## config.mk

```make
export PLATFORM = sky130hd
export DESIGN_NAME = audio_mix_peak_limiter_core
export DESIGN_NICKNAME = d
export VERILOG_FILES = /design/src/rtl/core/amplim_pkg.sv /design/src/rtl/core/amplim_mul.sv /design/src/rtl/core/amplim_div.sv /design/src/rtl/core/audio_mix_peak_limiter_core.sv
export SDC_FILE = /design/constraint.sdc
export NUM_CORES = 1
export LEC_CHECK = 0
export ABC_AREA = 1
export BUFFER_PORTS_ARGS = -buffer_cell sky130_fd_sc_hd__buf_2
export CORE_ASPECT_RATIO = 0.6
export CORE_MARGIN = 5
export CORE_UTILIZATION = 60
export CTS_CLUSTER_SIZE = 8
export DETAILED_ROUTE_END_ITERATION = 8
export HOLD_SLACK_MARGIN = 0.12
export PLACE_DENSITY = 0.79
export SYNTH_ARGS = -nofsm -noshare
export SYNTH_HDL_FRONTEND = slang
export SYNTH_SLANG_ARGS = --single-unit
```

## constraint.sdc

```tcl
create_clock -name clock -period 6.1 [get_ports clock]
set_input_delay 0.915 -clock clock [delete_from_list [all_inputs] [get_ports clock]]
set_output_delay 0.915 -clock clock [all_outputs]
set_load 0.01 [all_outputs]
```

## src/rtl/core/amplim_pkg.sv

```systemverilog
`default_nettype none
package amplim_pkg;

   localparam int GAIN_W          = 17;
   localparam int FRAC_W          = 16;
   localparam int RECOV_SHIFT     = 5;
   localparam int NUM_SOURCES_DEF = 4;
   localparam int SAMPLE_BITS_DEF = 16;

   // 1.0 in Q1.16
   localparam logic [GAIN_W-1:0] UNITY_GAIN = {1'b1, {FRAC_W{1'b0}}};
   // rounding term for the recovery step, 2^RECOV_SHIFT - 1
   localparam logic [GAIN_W:0] RECOV_ROUND = (GAIN_W + 1)'((1 << RECOV_SHIFT) - 1);

   typedef struct packed {
      logic busy;
      logic done;
   } unit_sts_type;

endpackage
`default_nettype wire

```

## src/rtl/core/amplim_mul.sv

```systemverilog
`default_nettype none
module amplim_mul #(
   parameter int A_W = amplim_pkg::SAMPLE_BITS_DEF + 2
) (
   input  wire logic                         clock,
   input  wire logic                         reset,
   input  wire logic                         start,
   input  wire logic [A_W-1:0]               mcand,
   input  wire logic [amplim_pkg::GAIN_W-1:0] mplier,
   output logic [A_W-1:0]                    product,
   output amplim_pkg::unit_sts_type          sts
);
   import amplim_pkg::*;

   localparam int P_W   = A_W + GAIN_W;
   localparam int CNT_W = $clog2(GAIN_W + 1);

   logic [P_W-1:0]    acc_ff, acc_in;
   logic [P_W-1:0]    mc_ff, mc_in;
   logic [GAIN_W-1:0] mp_ff, mp_in;
   logic [CNT_W-1:0]  cnt_ff, cnt_in;
   logic              busy_ff, busy_in;
   logic              done_ff, done_in;

   // shift-add, one multiplier bit per cycle, LSB first
   always_comb begin
      acc_in  = acc_ff;
      mc_in   = mc_ff;
      mp_in   = mp_ff;
      cnt_in  = cnt_ff;
      busy_in = busy_ff;
      done_in = 1'b0;
      if (start) begin
         acc_in  = '0;
         mc_in   = P_W'(mcand);
         mp_in   = mplier;
         cnt_in  = CNT_W'(GAIN_W);
         busy_in = 1'b1;
      end else if (busy_ff) begin
         if (mp_ff[0]) begin
            acc_in = acc_ff + mc_ff;
         end
         mc_in  = mc_ff << 1;
         mp_in  = mp_ff >> 1;
         cnt_in = cnt_ff - 1'b1;
         if (cnt_ff == CNT_W'(1)) begin
            busy_in = 1'b0;
            done_in = 1'b1;
         end
      end
   end

   always_ff @(posedge clock) begin
      if (reset) begin
         busy_ff <= 1'b0;
         done_ff <= 1'b0;
         cnt_ff  <= '0;
      end else begin
         busy_ff <= busy_in;
         done_ff <= done_in;
         cnt_ff  <= cnt_in;
      end
   end

   always_ff @(posedge clock) begin
      acc_ff <= acc_in;
      mc_ff  <= mc_in;
      mp_ff  <= mp_in;
   end

   // gain <= unity, so the scaled value never outgrows the multiplicand
   assign product  = acc_ff[FRAC_W +: A_W];
   assign sts.busy = busy_ff;
   assign sts.done = done_ff;

endmodule
`default_nettype wire

```

## src/rtl/core/amplim_div.sv

```systemverilog
`default_nettype none
module amplim_div #(
   parameter int D_W = amplim_pkg::SAMPLE_BITS_DEF + 2
) (
   input  wire logic                         clock,
   input  wire logic                         reset,
   input  wire logic                         start,
   input  wire logic [D_W-1:0]               num,
   input  wire logic [D_W-1:0]               den,
   output logic [amplim_pkg::FRAC_W-1:0]     quot,
   output amplim_pkg::unit_sts_type          sts
);
   import amplim_pkg::*;

   localparam int CNT_W = $clog2(FRAC_W + 1);

   // computes (num << FRAC_W) / den for num < den, one quotient bit per cycle
   logic [D_W:0]      rem_ff, rem_in;
   logic [D_W-1:0]    den_ff, den_in;
   logic [FRAC_W-1:0] q_ff, q_in;
   logic [CNT_W-1:0]  cnt_ff, cnt_in;
   logic              busy_ff, busy_in;
   logic              done_ff, done_in;
   logic [D_W:0]      shifted;
   logic [D_W:0]      diff;
   logic              fits;

   always_comb begin
      // remainder stays below den, so its top bit is always clear
      shifted = {rem_ff[D_W-1:0], 1'b0};
      diff    = shifted - {1'b0, den_ff};
      fits    = shifted >= {1'b0, den_ff};
      rem_in  = rem_ff;
      den_in  = den_ff;
      q_in    = q_ff;
      cnt_in  = cnt_ff;
      busy_in = busy_ff;
      done_in = 1'b0;
      if (start) begin
         rem_in  = {1'b0, num};
         den_in  = den;
         q_in    = '0;
         cnt_in  = CNT_W'(FRAC_W);
         busy_in = 1'b1;
      end else if (busy_ff) begin
         rem_in = fits ? diff : shifted;
         q_in   = {q_ff[FRAC_W-2:0], fits};
         cnt_in = cnt_ff - 1'b1;
         if (cnt_ff == CNT_W'(1)) begin
            busy_in = 1'b0;
            done_in = 1'b1;
         end
      end
   end

   always_ff @(posedge clock) begin
      if (reset) begin
         busy_ff <= 1'b0;
         done_ff <= 1'b0;
         cnt_ff  <= '0;
      end else begin
         busy_ff <= busy_in;
         done_ff <= done_in;
         cnt_ff  <= cnt_in;
      end
   end

   always_ff @(posedge clock) begin
      rem_ff <= rem_in;
      den_ff <= den_in;
      q_ff   <= q_in;
   end

   assign quot     = q_ff;
   assign sts.busy = busy_ff;
   assign sts.done = done_ff;

endmodule
`default_nettype wire

```

## src/rtl/core/audio_mix_peak_limiter_core.sv

```systemverilog
`default_nettype none
// Mixer with peak limiter. Each req transfer carries NUM_SOURCES samples and a
// presence mask; the present samples are summed, scaled by the kept limiter
// gain, clamped and the gain recomputed as 1/|t| when the peak passes full
// scale, then scaled by the volume register. The gain recovers towards unity
// by a 32nd of its distance, rounded up, on every slot with a source present.
// A slot with an empty mask is taken in IDLE, gives no rsp transfer and
// leaves the gain alone. One slot is worked on at a time, by the bit-serial
// shift-add multiplier, used twice per slot, and the bit-serial reciprocal
// divider, used only when the limiter engages. The result waits in an
// output register, so the next slot is taken while it is unread.
module audio_mix_peak_limiter_core #(
   parameter int NUM_SOURCES = amplim_pkg::NUM_SOURCES_DEF,
   parameter int SAMPLE_BITS = amplim_pkg::SAMPLE_BITS_DEF
) (
   input  wire logic                                 clock,
   input  wire logic                                 reset,
   input  wire logic                                 req_tvalid,
   output logic                                      req_tready,
   // source_a, source_b, ... from bit 0 up, SAMPLE_BITS each, zero padded
   input  wire logic [((NUM_SOURCES*SAMPLE_BITS+7)/8)*8-1:0] req_tdata,
   // present_mask, bit i for source i
   input  wire logic [NUM_SOURCES-1:0]               req_tuser,
   output logic                                      rsp_tvalid,
   input  wire logic                                 rsp_tready,
   // mixed_sample from bit 0, zero padded
   output logic [((SAMPLE_BITS+7)/8)*8-1:0]          rsp_tdata,
   input  wire logic                                 csr_we,
   input  wire logic [amplim_pkg::GAIN_W-1:0]        csr_wdata
);
   import amplim_pkg::*;

   localparam int SRC_W   = NUM_SOURCES * SAMPLE_BITS;
   localparam int RDATA_W = ((SAMPLE_BITS + 7) / 8) * 8;
   localparam int SUM_W   = SAMPLE_BITS + $clog2(NUM_SOURCES);
   localparam int SCNT_W  = $clog2(NUM_SOURCES + 1);

   localparam logic [SUM_W-1:0]       ONE_FS   = SUM_W'(1) << (SAMPLE_BITS - 1);
   localparam logic [SAMPLE_BITS-1:0] ONE_T    = SAMPLE_BITS'(1) << (SAMPLE_BITS - 1);
   localparam logic [SAMPLE_BITS-1:0] ONE_T_M1 = ONE_T - 1'b1;

   typedef enum logic [2:0] {
      IDLE, SUM, MAG, MUL_LIM, DIV, RECOVER, MUL_VOL, FINISH
   } state_type;

   state_type              state_ff, state_in;
   logic [SRC_W-1:0]       src_ff, src_in;
   logic [NUM_SOURCES-1:0] mask_ff, mask_in;
   logic [SCNT_W-1:0]      scnt_ff, scnt_in;
   logic [SUM_W-1:0]       sum_ff, sum_in;
   logic                   neg_ff, neg_in;
   logic [SAMPLE_BITS-1:0] tmag_ff, tmag_in;
   logic [SAMPLE_BITS-1:0] res_ff, res_in;
   logic [GAIN_W-1:0]      gain_ff, gain_in;
   logic [GAIN_W-1:0]      vol_ff, vol_in;
   logic                   rsp_valid_ff, rsp_valid_in;
   logic [SAMPLE_BITS-1:0] rsp_data_ff, rsp_data_in;

   logic                   mul_start;
   logic [SUM_W-1:0]       mul_mcand;
   logic [GAIN_W-1:0]      mul_mplier;
   logic [SUM_W-1:0]       mul_product;
   unit_sts_type           mul_sts;
   logic                   div_start;
   logic [FRAC_W-1:0]      div_quot;
   unit_sts_type           div_sts;

   logic signed [SAMPLE_BITS-1:0] cur_src;
   logic [SUM_W-1:0]       mag;
   logic [GAIN_W-1:0]      vol_sat;
   logic [GAIN_W:0]        recov_step;
   logic [SAMPLE_BITS-1:0] vol_mag;

   amplim_mul #(.A_W(SUM_W)) u_mul (
      .clock   (clock),
      .reset   (reset),
      .start   (mul_start),
      .mcand   (mul_mcand),
      .mplier  (mul_mplier),
      .product (mul_product),
      .sts     (mul_sts)
   );

   amplim_div #(.D_W(SUM_W)) u_div (
      .clock   (clock),
      .reset   (reset),
      .start   (div_start),
      .num     (ONE_FS),
      .den     (mul_product),
      .quot    (div_quot),
      .sts     (div_sts)
   );

   assign req_tready = (state_ff == IDLE);

   always_comb begin
      cur_src    = signed'(src_ff[SAMPLE_BITS-1:0]);
      mag        = sum_ff[SUM_W-1] ? (SUM_W'(0) - sum_ff) : sum_ff;
      vol_sat    = (vol_ff > UNITY_GAIN) ? UNITY_GAIN : vol_ff;
      recov_step = ({1'b0, UNITY_GAIN - gain_ff} + RECOV_ROUND) >> RECOV_SHIFT;
      vol_mag    = mul_product[SAMPLE_BITS-1:0];

      state_in     = state_ff;
      src_in       = src_ff;
      mask_in      = mask_ff;
      scnt_in      = scnt_ff;
      sum_in       = sum_ff;
      neg_in       = neg_ff;
      tmag_in      = tmag_ff;
      res_in       = res_ff;
      gain_in      = gain_ff;
      vol_in       = csr_we ? csr_wdata : vol_ff;
      rsp_valid_in = rsp_valid_ff && !rsp_tready;
      rsp_data_in  = rsp_data_ff;
      mul_start    = 1'b0;
      mul_mcand    = mag;
      mul_mplier   = gain_ff;
      div_start    = 1'b0;

      case (state_ff)
         IDLE: begin
            if (req_tvalid && (req_tuser != '0)) begin
               src_in   = req_tdata[SRC_W-1:0];
               mask_in  = req_tuser;
               scnt_in  = SCNT_W'(NUM_SOURCES);
               sum_in   = '0;
               state_in = SUM;
            end
         end
         SUM: begin
            // one source word per cycle off the bottom of the slot register
            if (mask_ff[0]) begin
               sum_in = sum_ff + SUM_W'(cur_src);
            end
            src_in  = src_ff >> SAMPLE_BITS;
            mask_in = mask_ff >> 1;
            scnt_in = scnt_ff - 1'b1;
            if (scnt_ff == SCNT_W'(1)) begin
               state_in = MAG;
            end
         end
         MAG: begin
            neg_in    = sum_ff[SUM_W-1];
            mul_start = 1'b1;
            state_in  = MUL_LIM;
         end
         MUL_LIM: begin
            if (mul_sts.done) begin
               if (mul_product > ONE_FS) begin
                  tmag_in   = neg_ff ? ONE_T : ONE_T_M1;
                  div_start = 1'b1;
                  state_in  = DIV;
               end else begin
                  // exactly +1.0 does not limit but has to fit the output
                  if (!neg_ff && (mul_product == ONE_FS)) begin
                     tmag_in = ONE_T_M1;
                  end else begin
                     tmag_in = mul_product[SAMPLE_BITS-1:0];
                  end
                  state_in = RECOVER;
               end
            end
         end
         DIV: begin
            if (div_sts.done) begin
               gain_in  = GAIN_W'(div_quot);
               state_in = RECOVER;
            end
         end
         RECOVER: begin
            if (gain_ff < UNITY_GAIN) begin
               gain_in = gain_ff + recov_step[GAIN_W-1:0];
            end
            mul_start  = 1'b1;
            mul_mcand  = SUM_W'(tmag_ff);
            mul_mplier = vol_sat;
            state_in   = MUL_VOL;
         end
         MUL_VOL: begin
            mul_mcand  = SUM_W'(tmag_ff);
            mul_mplier = vol_sat;
            if (mul_sts.done) begin
               res_in   = neg_ff ? (SAMPLE_BITS'(0) - vol_mag) : vol_mag;
               state_in = FINISH;
            end
         end
         FINISH: begin
            if (!rsp_valid_ff || rsp_tready) begin
               rsp_valid_in = 1'b1;
               rsp_data_in  = res_ff;
               state_in     = IDLE;
            end
         end
         default: begin
            state_in = IDLE;
         end
      endcase
   end

   always_ff @(posedge clock) begin
      if (reset) begin
         state_ff     <= IDLE;
         gain_ff      <= UNITY_GAIN;
         vol_ff       <= UNITY_GAIN;
         rsp_valid_ff <= 1'b0;
         scnt_ff      <= '0;
      end else begin
         state_ff     <= state_in;
         gain_ff      <= gain_in;
         vol_ff       <= vol_in;
         rsp_valid_ff <= rsp_valid_in;
         scnt_ff      <= scnt_in;
         src_ff       <= src_in;
         mask_ff      <= mask_in;
         sum_ff       <= sum_in;
         neg_ff       <= neg_in;
         tmag_ff      <= tmag_in;
         res_ff       <= res_in;
         rsp_data_ff  <= rsp_data_in;
      end
   end

   assign rsp_tvalid = rsp_valid_ff;
   assign rsp_tdata  = RDATA_W'(rsp_data_ff);

`ifndef SYNTHESIS
   a_gain_le_unity: assert property (@(posedge clock) disable iff (reset)
      gain_ff <= UNITY_GAIN)
      else $error("limiter gain above unity");

   a_mul_done_owned: assert property (@(posedge clock) disable iff (reset)
      mul_sts.done |-> (state_ff == MUL_LIM || state_ff == MUL_VOL))
      else $error("multiplier finished outside a multiply state");

   a_div_done_owned: assert property (@(posedge clock) disable iff (reset)
      div_sts.done |-> (state_ff == DIV))
      else $error("divider finished outside the divide state");

   a_units_exclusive: assert property (@(posedge clock) disable iff (reset)
      !(mul_sts.busy && div_sts.busy))
      else $error("multiplier and divider busy together");

   a_finish_waits: assert property (@(posedge clock) disable iff (reset)
      (state_ff == FINISH && rsp_valid_ff && !rsp_tready) |=> (state_ff == FINISH))
      else $error("result overwrote an untaken transfer");
`endif

endmodule
`default_nettype wire
```

==> results.json, run 1 <==
{
  "outcome": "finished, final reports clean",
  "fp.coreArea_um2": 32400,
  "worst_slack_ns": 2.65,
  "insertedDiodeCount": 0,
  "ir_drop_uv": 273,
  "gr-total-overflow": 0,
  "die_w_um": 243,
  "power_mw": 10.1,
  "cp_max_fo": 5,
  "nets": 2915,
  "grt_pass1_vias": 16600,
  "cts_tree": "done",
  "placed_area_um2": 20400,
  "crit_slowest_cell": "dfxtp_1",
  "yosys_most_used_dff": "edfxtp_1",
  "slew_headroom_pct": 15.0,
  "drt-pass1-iter-count": 6,
  "yosys-top-cells-area": "edfxtp_1 29%, nand2_1 15%, dfxtp_1 14%",
  "r2r-start": "gain_ff[1]",
  "r2r_slack_ns": 2.65,
  "rsz0062_at_grt": "no",
  "crit_cells": 24,
  "arrival_ns": 3.89,
  "start_kind": "flop",
  "yosys.area.top_type": "edfxtp_1",
  "cp_cell_sequence": "inv_1, ha_1, nand3_4, nor2_1, nand2_1, nand2_1, nand2_1, clkinv_1, nand3_2, nor2_4, nand2_4, xor2_1, ha_1, inv_1, o21bai_1, a21oi_1, nand2_1, nand3_1, nand2_1, nand2_1, nand2_1, nor2_1, nor2_1, nor2_1",
  "path_buf_inv": 3,
  "synth_top_family_by_area": "simple AND/OR/NAND/NOR gates",
  "timing.critical_path.to": "gain_ff[14]",
  "hold_ws_ns": 0.414,
  "finalWeightedCongestion": 0.962,
  "fill_cells": 2674,
  "vias_per_cell": 5.57,
  "synth.area.mux_share_pct": 0.0510,
  "worst_pin_slew_ns": 1.27,
  "final-instance-count-excl-fill": 3188,
  "cap_viol_max_count": 0,
  "dp.cells": 3104,
  "totalNegativeSetupSlack_ns": 0,
  "synth_compound_area_share_pct": 11.3,
  "antenna_found_initial": 0,
  "synth-simple-area-share_pct": 28.2,
  "hold_buffers": 0,
  "clkTransAtPathRegs_ns": 0.06,
  "worstHoldStart": "res_ff[14]",
  "cp_common_cell": "nand2_1",
  "power.density_nw_per_um2": 463,
  "final_cell_area_um2": 21800,
  "cts_buffers": 47,
  "antenna_left": 0,
  "synth-adder-area-share_pct": 6.28,
  "grt_pass1_wl_um": 84900,
  "totalWireLength_um": 52300,
  "die_area_um2": 36500,
  "finalMaxSlewViolations": 0,
  "hold_viol_final": 0,
  "required_ns": 6.55,
  "synth-xor-area-share_pct": 2.62,
  "via_count": 17800,
  "critPathKind": "flop to flop",
  "ys_ff_latch": 327,
  "insertion_delay_ns": 0.57,
  "fmax_mhz": 290,
  "fin_util_pct": 67.5,
  "area_growth_syn_to_layout_pct": 11.3,
  "drt_iter0_markers": 1860,
  "reg2reg_to": "gain_ff[14]",
  "critPathLaunch": "gain_ff[1]",
  "dp_hpwl_um": 38200,
  "clock_skew_ns": 0.0260,
  "syn_avg_cell_area_um2": 7.43,
  "ctsResizeCount": 0,
  "h-tree-depth": 2,
  "synthesis.area_um2": 19600,
  "endpoint_kind": "flop",
  "drc": 0,
  "setup_viol": 0,
  "finalCriticalPeriod_ns": 3.45,
  "leakage_nw": 10.3,
  "syn_inst": 2639,
  "start_util_pct": 60.6,
  "r2r_cells": 24,
  "clk_path_buf_depth": 3,
  "cp_slowest_stage_delay_ns": 0.36,
  "synth_edf_count": 188,
  "synth_nets": 2825,
  "post_cts_buffers": 0,
  "synth_common_cells": "784 x nand2_1, 331 x inv_1, 298 x nor2_1",
  "synth_most_common_cell": "nand2_1",
  "cts-root-buf": "clkbuf_16",
  "synthDominantCellAreaShare_pct": 28.8,
  "grtUsageTotal_pct": 28.6,
  "grt_max_degree": 74,
  "fin_crit_sh_pct": 56.5,
  "fp.dieH_um": 150,
  "pin_count": 108,
  "ys_types": 54,
  "hold_path.class": "flop to flop",
  "rows": 51,
  "drive_above_1_share_pct": 8.54,
  "cts_num_sinks": 327,
  "synth_warnings": 0,
  "dpl_worst_slack_ns": 2.47,
  "cp_top_family": "simple AND/OR/NAND/NOR gates",
  "numPortBuffers": 107,
  "post_drt_wl_per_cell_um": 16.4,
  "seq_area_frac_synth_pct": 43.0,
  "async_flop_share_pct": 0
}
==> where the power goes <==
group | total [mW] | switching (mW) | internal (mW) | leakage, nW
sequential | 3.46 | 0.401 | 3.06 | 2.89
clock | 2.48 | 0.980 | 1.50 | 0.673
combinational | 4.16 | 2.83 | 1.33 | 6.78
total | 10.1 | 4.21 | 5.90 | 10.3
==> worst min path at each step <==
stage          slack (ns)            end  depth (start not counted)
6_report             0.41  rsp_tdata[14]                          0
5_1_grt              0.43  rsp_tdata[10]                          0
4_1_cts              0.41  rsp_tdata[14]                          0
3_5_place_dp         0.41  rsp_tdata[14]                          0
3_3_place_gp         0.41   rsp_tdata[0]                          0
2_1_floorplan        0.40   rsp_tdata[0]                          0
==> layout make-up <==
class	instances	area (um2)	share of cell area, %
clock buffer	81	1360	6.21
clock inverter	3	55.1	0.252
inverter	345	1290	5.93
multi-input combinational	1887	9530	43.6
sequential	327	8430	38.6
tap	424	531	2.43
timing repair buffer	121	641	2.93
==> registers in the layout (all words and copies together), names as in the netlist, 17 cells and up <==
signal,cells
src_ff,64
u_mul.acc_ff,34
u_mul.mc_ff,34
sum_ff,18
u_div.den_ff,18
u_div.rem_ff,18
gain_ff,17
u_mul.mp_ff,17
vol_ff,17
==> layout by cell type, fill, tap and decap left out, types with 92 or more instances in the layout <==
master,instances
nand3_1,141
nor2_1,295
edfxtp_1,188
inv_1,330
o21ai_0,142
nand2_1,784
ha_1,92
a21oi_1,172
dfxtp_1,139
buf_2,107
==> routing by layer <==
| metal | share of wire [%] | vias to the layer above | GRT usage [%] |
|---|---|---|---|
| met5 | 0 | - | 0 |
| met4 | 2.0 | 0 | 7.20 |
| met3 | 10 | 92 | 6.46 |
| met2 | 41 | 775 | 41.3 |
| met1 | 47 | 8157 | 43.5 |
| li1 | - | 8747 | - |
==> kinds of logic after synthesis <==
kind of cell               after synthesis
adders and majority gates               96
and+or+nand+nor                       1327
DFF                                    327
AOI/OAI and AO/OA                      406
buffers and inverters                  425
muxes                                    1
xor gates and xnor gates                57
Note: power is estimated with default switching activity, not from simulation.
==> inputs of run 2 (changes only) <==
- CORE_UTILIZATION: 60 -> 56
- PLACE_DENSITY: 0.79 -> 0.77
- clock period: 6.1 -> 3.12 ns (I/O delays scaled with it)
==> run 2 against run 1 <==
  * Count of clock-buffer cells in the layout is the same
  * Critical endpoint unchanged
  * Clock power is 95% higher
  * Critical path type unchanged
  * First-iteration DRC count rose by 22%
  * Fmax increased by 10%
  * Routed wire length increased by 5.5%
  * Cell count up 4.5%
  * Largest power group unchanged
  * Cell area increased by 6.9%
  * Clock skew is 0.0076 ns lower
  * The run now ends with negative setup slack left
  * Combinational power grew 140%
  * Sequential power rose by 93%
==> results.json, run 2 (synthesized netlist as in run 1, its figures left out) <==
{
  "outcome": "finished with violations",
  "violations": "negative setup slack",
  "grt_max_degree": 83,
  "totalWireLength_um": 55200,
  "drive_above_1_share_pct": 15.5,
  "gr-total-overflow": 0,
  "largest_reg_flops": 64,
  "grt_pass1_wl_um": 87800,
  "cp_common_cell": "nand2_1",
  "fp.dieH_um": 155,
  "finalWeightedCongestion": 0.967,
  "start_kind": "flop",
  "clk_path_buf_depth": 3,
  "worst_pin_slew_ns": 0.996,
  "die_area_um2": 39000,
  "layout.cells.most_common_list": "754 x nand2_1, 321 x inv_1, 280 x nor2_1",
  "placed_area_um2": 21100,
  "clock_skew_ns": 0.0185,
  "finalCriticalPeriod_ns": 3.13,
  "leakage_nw": 11.0,
  "hold_path.class": "input port to flop",
  "grt_pass1_vias": 16900,
  "start_util_pct": 56.3,
  "cp_max_fo": 5,
  "grt_util_met3_pct": 5.33,
  "use_met1_pct": 42.3,
  "dp.cells": 3229,
  "required_ns": 3.61,
  "endpoint_kind": "flop",
  "regMostFlops": "src_ff",
  "setup_viol": 1,
  "ir_drop_uv": 656,
  "top_regs": "src_ff: 64 flops, u_mul.acc_ff: 34 flops, u_mul.mc_ff: 34 flops",
  "clkTransAtPathRegs_ns": 0.05,
  "power_switching_mw": 9.00,
  "insertedDiodeCount": 0,
  "vias_per_cell": 5.52,
  "cp_slowest_stage_delay_ns": 0.32,
  "fill_cells": 2826,
  "area_growth_syn_to_layout_pct": 19.0,
  "slew_headroom_pct": 33.5,
  "power_mw": 21.5,
  "critPathKind": "flop to flop",
  "die_w_um": 252,
  "insertion_delay_ns": 0.57,
  "h-tree-depth": 2,
  "cap_viol_max_count": 0,
  "crit_cells": 26,
  "power.density_nw_per_um2": 923,
  "crit_slowest_cell": "dfxtp_2",
  "pin_count": 108,
  "fp.coreArea_um2": 34800,
  "cts_buffers": 47,
  "nets": 3016,
  "whs_path_depth": 3,
  "via_count": 18400,
  "drt_iter0_markers": 2272,
  "grtUsageTotal_pct": 27.5,
  "fmax_mhz": 320,
  "p_seq_share_pct": 31.0,
  "rows": 53,
  "cts_tree": "done",
  "p_int_mw": 12.5,
  "path_buf_inv": 3,
  "hold_viol_final": 0,
  "drc": 0,
  "finalMaxSlewViolations": 0,
  "antenna_found_initial": 0,
  "dp_hpwl_um": 40200,
  "r2r_cells": 26,
  "final_cell_area_um2": 23300,
  "numPortBuffers": 107,
  "mostFrequentLayoutCell": "nand2_1",
  "power_frac_comb_pct": 46.5,
  "fin_crit_sh_pct": 100,
  "cts_num_sinks": 327,
  "busiest_layer": "met1",
  "cp_top_family": "simple AND/OR/NAND/NOR gates",
  "clock_power_share_pct": 22.5,
  "worst_slack_ns": -0.00668,
  "grt_use_met2_pct": 40.6,
  "final-instance-count-excl-fill": 3332,
  "fin_util_pct": 67.0,
  "arrival_ns": 3.62,
  "rsz0062_at_grt": "yes",
  "p_sw_share_pct": 41.8,
  "post_drt_wl_per_cell_um": 16.6,
  "cts-root-buf": "clkbuf_16",
  "drt-pass1-iter-count": 6,
  "antenna_left": 0
}
[run 2: cell types whose count changed in the layout (fill, tap and decap cells not counted), moves of 10 or more]
| cell | before | now |
|---|---|---|
| ha_4 | 0 | 12 |
| ha_1 | 92 | 78 |
| buf_6 | 0 | 12 |
| a21oi_1 | 172 | 160 |
| nand3_1 | 141 | 126 |
| nand3_2 | 4 | 14 |
| buf_4 | 14 | 100 |
| nand2_1 | 784 | 754 |
| nand2_2 | 9 | 28 |
| nor2_1 | 295 | 280 |
| nand2_4 | 2 | 13 |
[run 2: layer usage]
layer	share of wire, %	up-vias
li1	-	8964
met1	47	8600
met2	42	766
met3	9.3	77
met4	1.5	0
met5	0	-
[run 2: repair_timing]
action	CTS	global route
hold endpoints to repair	2	0
resized for setup	36	131
pin swaps	21	59
endpoints found under the setup margin	11	13
setup buffers	3	14
hold buffers	2	0
[run 2: metrics by stage]
stage | setup WS [ns] | setup TNS (ns) | hold slack (ns)
2_1_floorplan | 0.204 | 0 | 0.400
3_3_place_gp | -0.177 | -0.519 | 0.406
3_5_place_dp | -0.193 | -1.42 | 0.405
4_1_cts | -0.00140 | -0.00140 | 0.125
5_1_grt | -0.176 | -1.31 | 0.132
6_report | -0.00668 | -0.00668 | 0.139
[run 2: cell type report]
| type | count | area [um2] | share of cell area, % |
|---|---|---|---|
| clock inverter | 3 | 58.8 | 0.252 |
| inverter | 345 | 1300 | 5.58 |
| multi-input combinational | 1887 | 10200 | 43.6 |
| tap | 467 | 584 | 2.50 |
| timing repair buffer | 222 | 1460 | 6.26 |
| clock buffer | 81 | 1340 | 5.72 |
| sequential | 327 | 8430 | 36.1 |
[run 2: worst register-to-register path, cell delays in order, from the launching register on]
cell	delay, ns
dfxtp_2	0.32
inv_2	0.07
ha_4	0.16
nand3_4	0.15
nor2_4	0.14
nand2_1	0.05
nand2_1	0.07
nand2_2	0.07
inv_4	0.08
nand3_4	0.09
nor2_4	0.19
nand2_4	0.12
nor2_4	0.12
nand3_2	0.07
nand2_2	0.08
ha_4	0.20
buf_6	0.12
a21o_1	0.19
nand2_1	0.07
nand3_2	0.08
a21boi_2	0.18
nand2_4	0.10
nand2_1	0.07
nand2_1	0.04
nor2_1	0.09
nor2_1	0.05
nor2_1	0.07
[run 2: final timing paths]
path / slack (ns) / from / endpoint
worst max-delay path: -0.007 / gain_ff[1] / gain_ff[14]
worst min-delay path: 0.14 / csr_wdata[13] / vol_ff[13]
worst max register to register: -0.007 / gain_ff[1] / gain_ff[14]
worst min register to register: 0.42 / res_ff[6] / rsp_tdata[6]
[run 2: power groups by stage]
stage | combinational [mW] | clock [mW] | sequential [mW]
2_1_floorplan | 6.15 | 0 | 6.43
3_3_place_gp | 8.58 | 0 | 6.69
3_5_place_dp | 8.77 | 0 | 6.73
4_1_cts | 9.04 | 4.90 | 6.66
5_1_grt | 11.2 | 5.11 | 6.76
6_report | 10.0 | 4.84 | 6.69
==> inputs of run 3 (changes only) <==
- SKIP_LAST_GASP: unset -> 1
==> run 3 against run 2 <==
  * The run still ends with negative setup slack left
  * Sequential power is essentially flat
  * Via count decreased by 0.62%
  * Cell count is the same
  * Power shrank 0.26%
  * Die area is the same
  * Sequential share of layout area is 0.066 points higher
  * Fmax is essentially flat
  * Critical path depth unchanged
  * Utilization is 0.12 points lower
  * Clock skew is 0.0015 ns higher
  * Worst setup slack worse by 0.0017 ns
==> results.json, run 3 (synthesized netlist as in run 1, its figures left out) <==
{
  "finalWeightedCongestion": 0.967,
  "finalCriticalPeriod_ns": 3.13,
  "ir_drop_uv": 656,
  "area_growth_syn_to_layout_pct": 18.8,
  "path_buf_inv": 3,
  "hold_path.class": "input port to flop",
  "cts_num_sinks": 327,
  "insertedDiodeCount": 0,
  "rows": 53,
  "fmax_mhz": 320,
  "mostFrequentLayoutCell": "nand2_1",
  "outcome": "finished with violations",
  "top_regs": "src_ff: 64 flops, u_mul.acc_ff: 34 flops, u_mul.mc_ff: 34 flops",
  "nets": 3016,
  "worst_pin_slew_ns": 1.00,
  "totalNegativeSetupSlack_ns": -0.0106,
  "fin_crit_sh_pct": 100,
  "post_drt_wl_per_cell_um": 16.5,
  "start_util_pct": 56.3,
  "vias_per_cell": 5.49,
  "largest_reg_flops": 64,
  "drt-pass1-iter-count": 5,
  "cts-root-buf": "clkbuf_16",
  "drc": 0,
  "cp_slowest_stage_delay_ns": 0.32,
  "whs_path_depth": 3,
  "setup_viol": 2,
  "r2r_slack_ns": -0.008,
  "slew_headroom_pct": 33.3,
  "drive_above_1_share_pct": 15.4,
  "antenna_found_initial": 0,
  "gr-total-overflow": 0,
  "clkTransAtPathRegs_ns": 0.05,
  "final-instance-count-excl-fill": 3332,
  "h-tree-depth": 2,
  "crit_cells": 26,
  "crit_slowest_cell": "dfxtp_2",
  "cts_tree": "done",
  "grt_pass1_vias": 16900,
  "layout.cells.most_common_list": "755 x nand2_1, 321 x inv_1, 280 x nor2_1",
  "violations": "negative setup slack",
  "via_count": 18300,
  "worst_slack_ns": -0.00841,
  "dp.cells": 3229,
  "dp_hpwl_um": 40200,
  "grt_max_degree": 83,
  "critPathKind": "flop to flop",
  "die_area_um2": 39000,
  "fin_util_pct": 66.9,
  "start_kind": "flop",
  "cp_max_fo": 5,
  "cts_buffers": 47,
  "numPortBuffers": 107,
  "clock_skew_ns": 0.0200,
  "finalMaxSlewViolations": 0,
  "required_ns": 3.61,
  "leakage_nw": 11.0,
  "antenna_left": 0,
  "pin_count": 108,
  "totalWireLength_um": 55100,
  "dpl_worst_slack_ns": -0.193,
  "power.density_nw_per_um2": 922,
  "rsz0062_at_grt": "yes",
  "grtUsageTotal_pct": 27.5,
  "die_w_um": 252,
  "fp.coreArea_um2": 34800,
  "fp.dieH_um": 155,
  "r2r_cells": 26,
  "cap_viol_max_count": 0,
  "regMostFlops": "src_ff",
  "insertion_delay_ns": 0.57,
  "cp_common_cell": "nand2_1",
  "drt_iter0_markers": 2183,
  "endpoint_kind": "flop",
  "clk_path_buf_depth": 3,
  "arrival_ns": 3.62,
  "cp_top_family": "simple AND/OR/NAND/NOR gates",
  "grt_pass1_wl_um": 87800,
  "hold_viol_final": 0
}
[run 3: path summary, 6_finish.rpt]
| kind | to | from |
|---|---|---|
| setup / recovery | gain_ff[14] | gain_ff[1] |
| hold / removal | vol_ff[11] | csr_wdata[11] |
| setup reg to reg | gain_ff[14] | gain_ff[1] |
| hold reg to reg | rsp_tdata[6] | res_ff[6] |
[run 3: where the power goes]
part | leakage (nW) | internal, mW | total (mW) | switching [mW]
clock network | 0.662 | 2.90 | 4.85 | 1.95
registers | 2.89 | 5.99 | 6.69 | 0.699
logic | 7.41 | 3.62 | 9.95 | 6.33
total | 11.0 | 12.5 | 21.5 | 8.98
[run 3: worst register-to-register path: cells and delay by family (launching register included)]
kind,cells,cell delay (ns)
compound gates,2,0.38
simple gates,19,1.73
fa+ha+maj,2,0.36
buf+inv,3,0.28
flops,1,0.32
[run 3: repair_timing]
action | in CTS | in global routing
hold endpoints to repair | 2 | 0
resized for setup | 36 | 125
setup endpoints to repair | 11 | 13
hold buffers | 2 | 0
setup buffers | 3 | 14
pin swaps | 21 | 59
[run 3: final cells by class]
cell class,count,area [um2]
clock buffers,81,1340
clock inverters,3,58.8
fillers,2836,11500
inverters,345,1300
multi-input cells,1887,10100
flip-flops and latches,327,8430
well taps,467,584
repair buffers,222,1460
[run 3: stage by stage]
step | hold WS, ns | total power, mW | area [um2]
CTS | 0.125 | 20.6 | 22700
global route | 0.132 | 23.0 | 23300
finish | 0.143 | 21.5 | 23300
floorplan | 0.400 | 12.6 | 19600
detailed placement | 0.405 | 15.5 | 21100
global placement | 0.406 | 15.3 | 21100
[run 3: layer usage]
layer,up-vias,track usage [%],part of all wire (%)
met2,751,40.6,42
met1,8505,42.3,47
met5,-,0,0
li1,8960,-,-
met4,0,5.51,1.5
met3,77,5.33,9.6
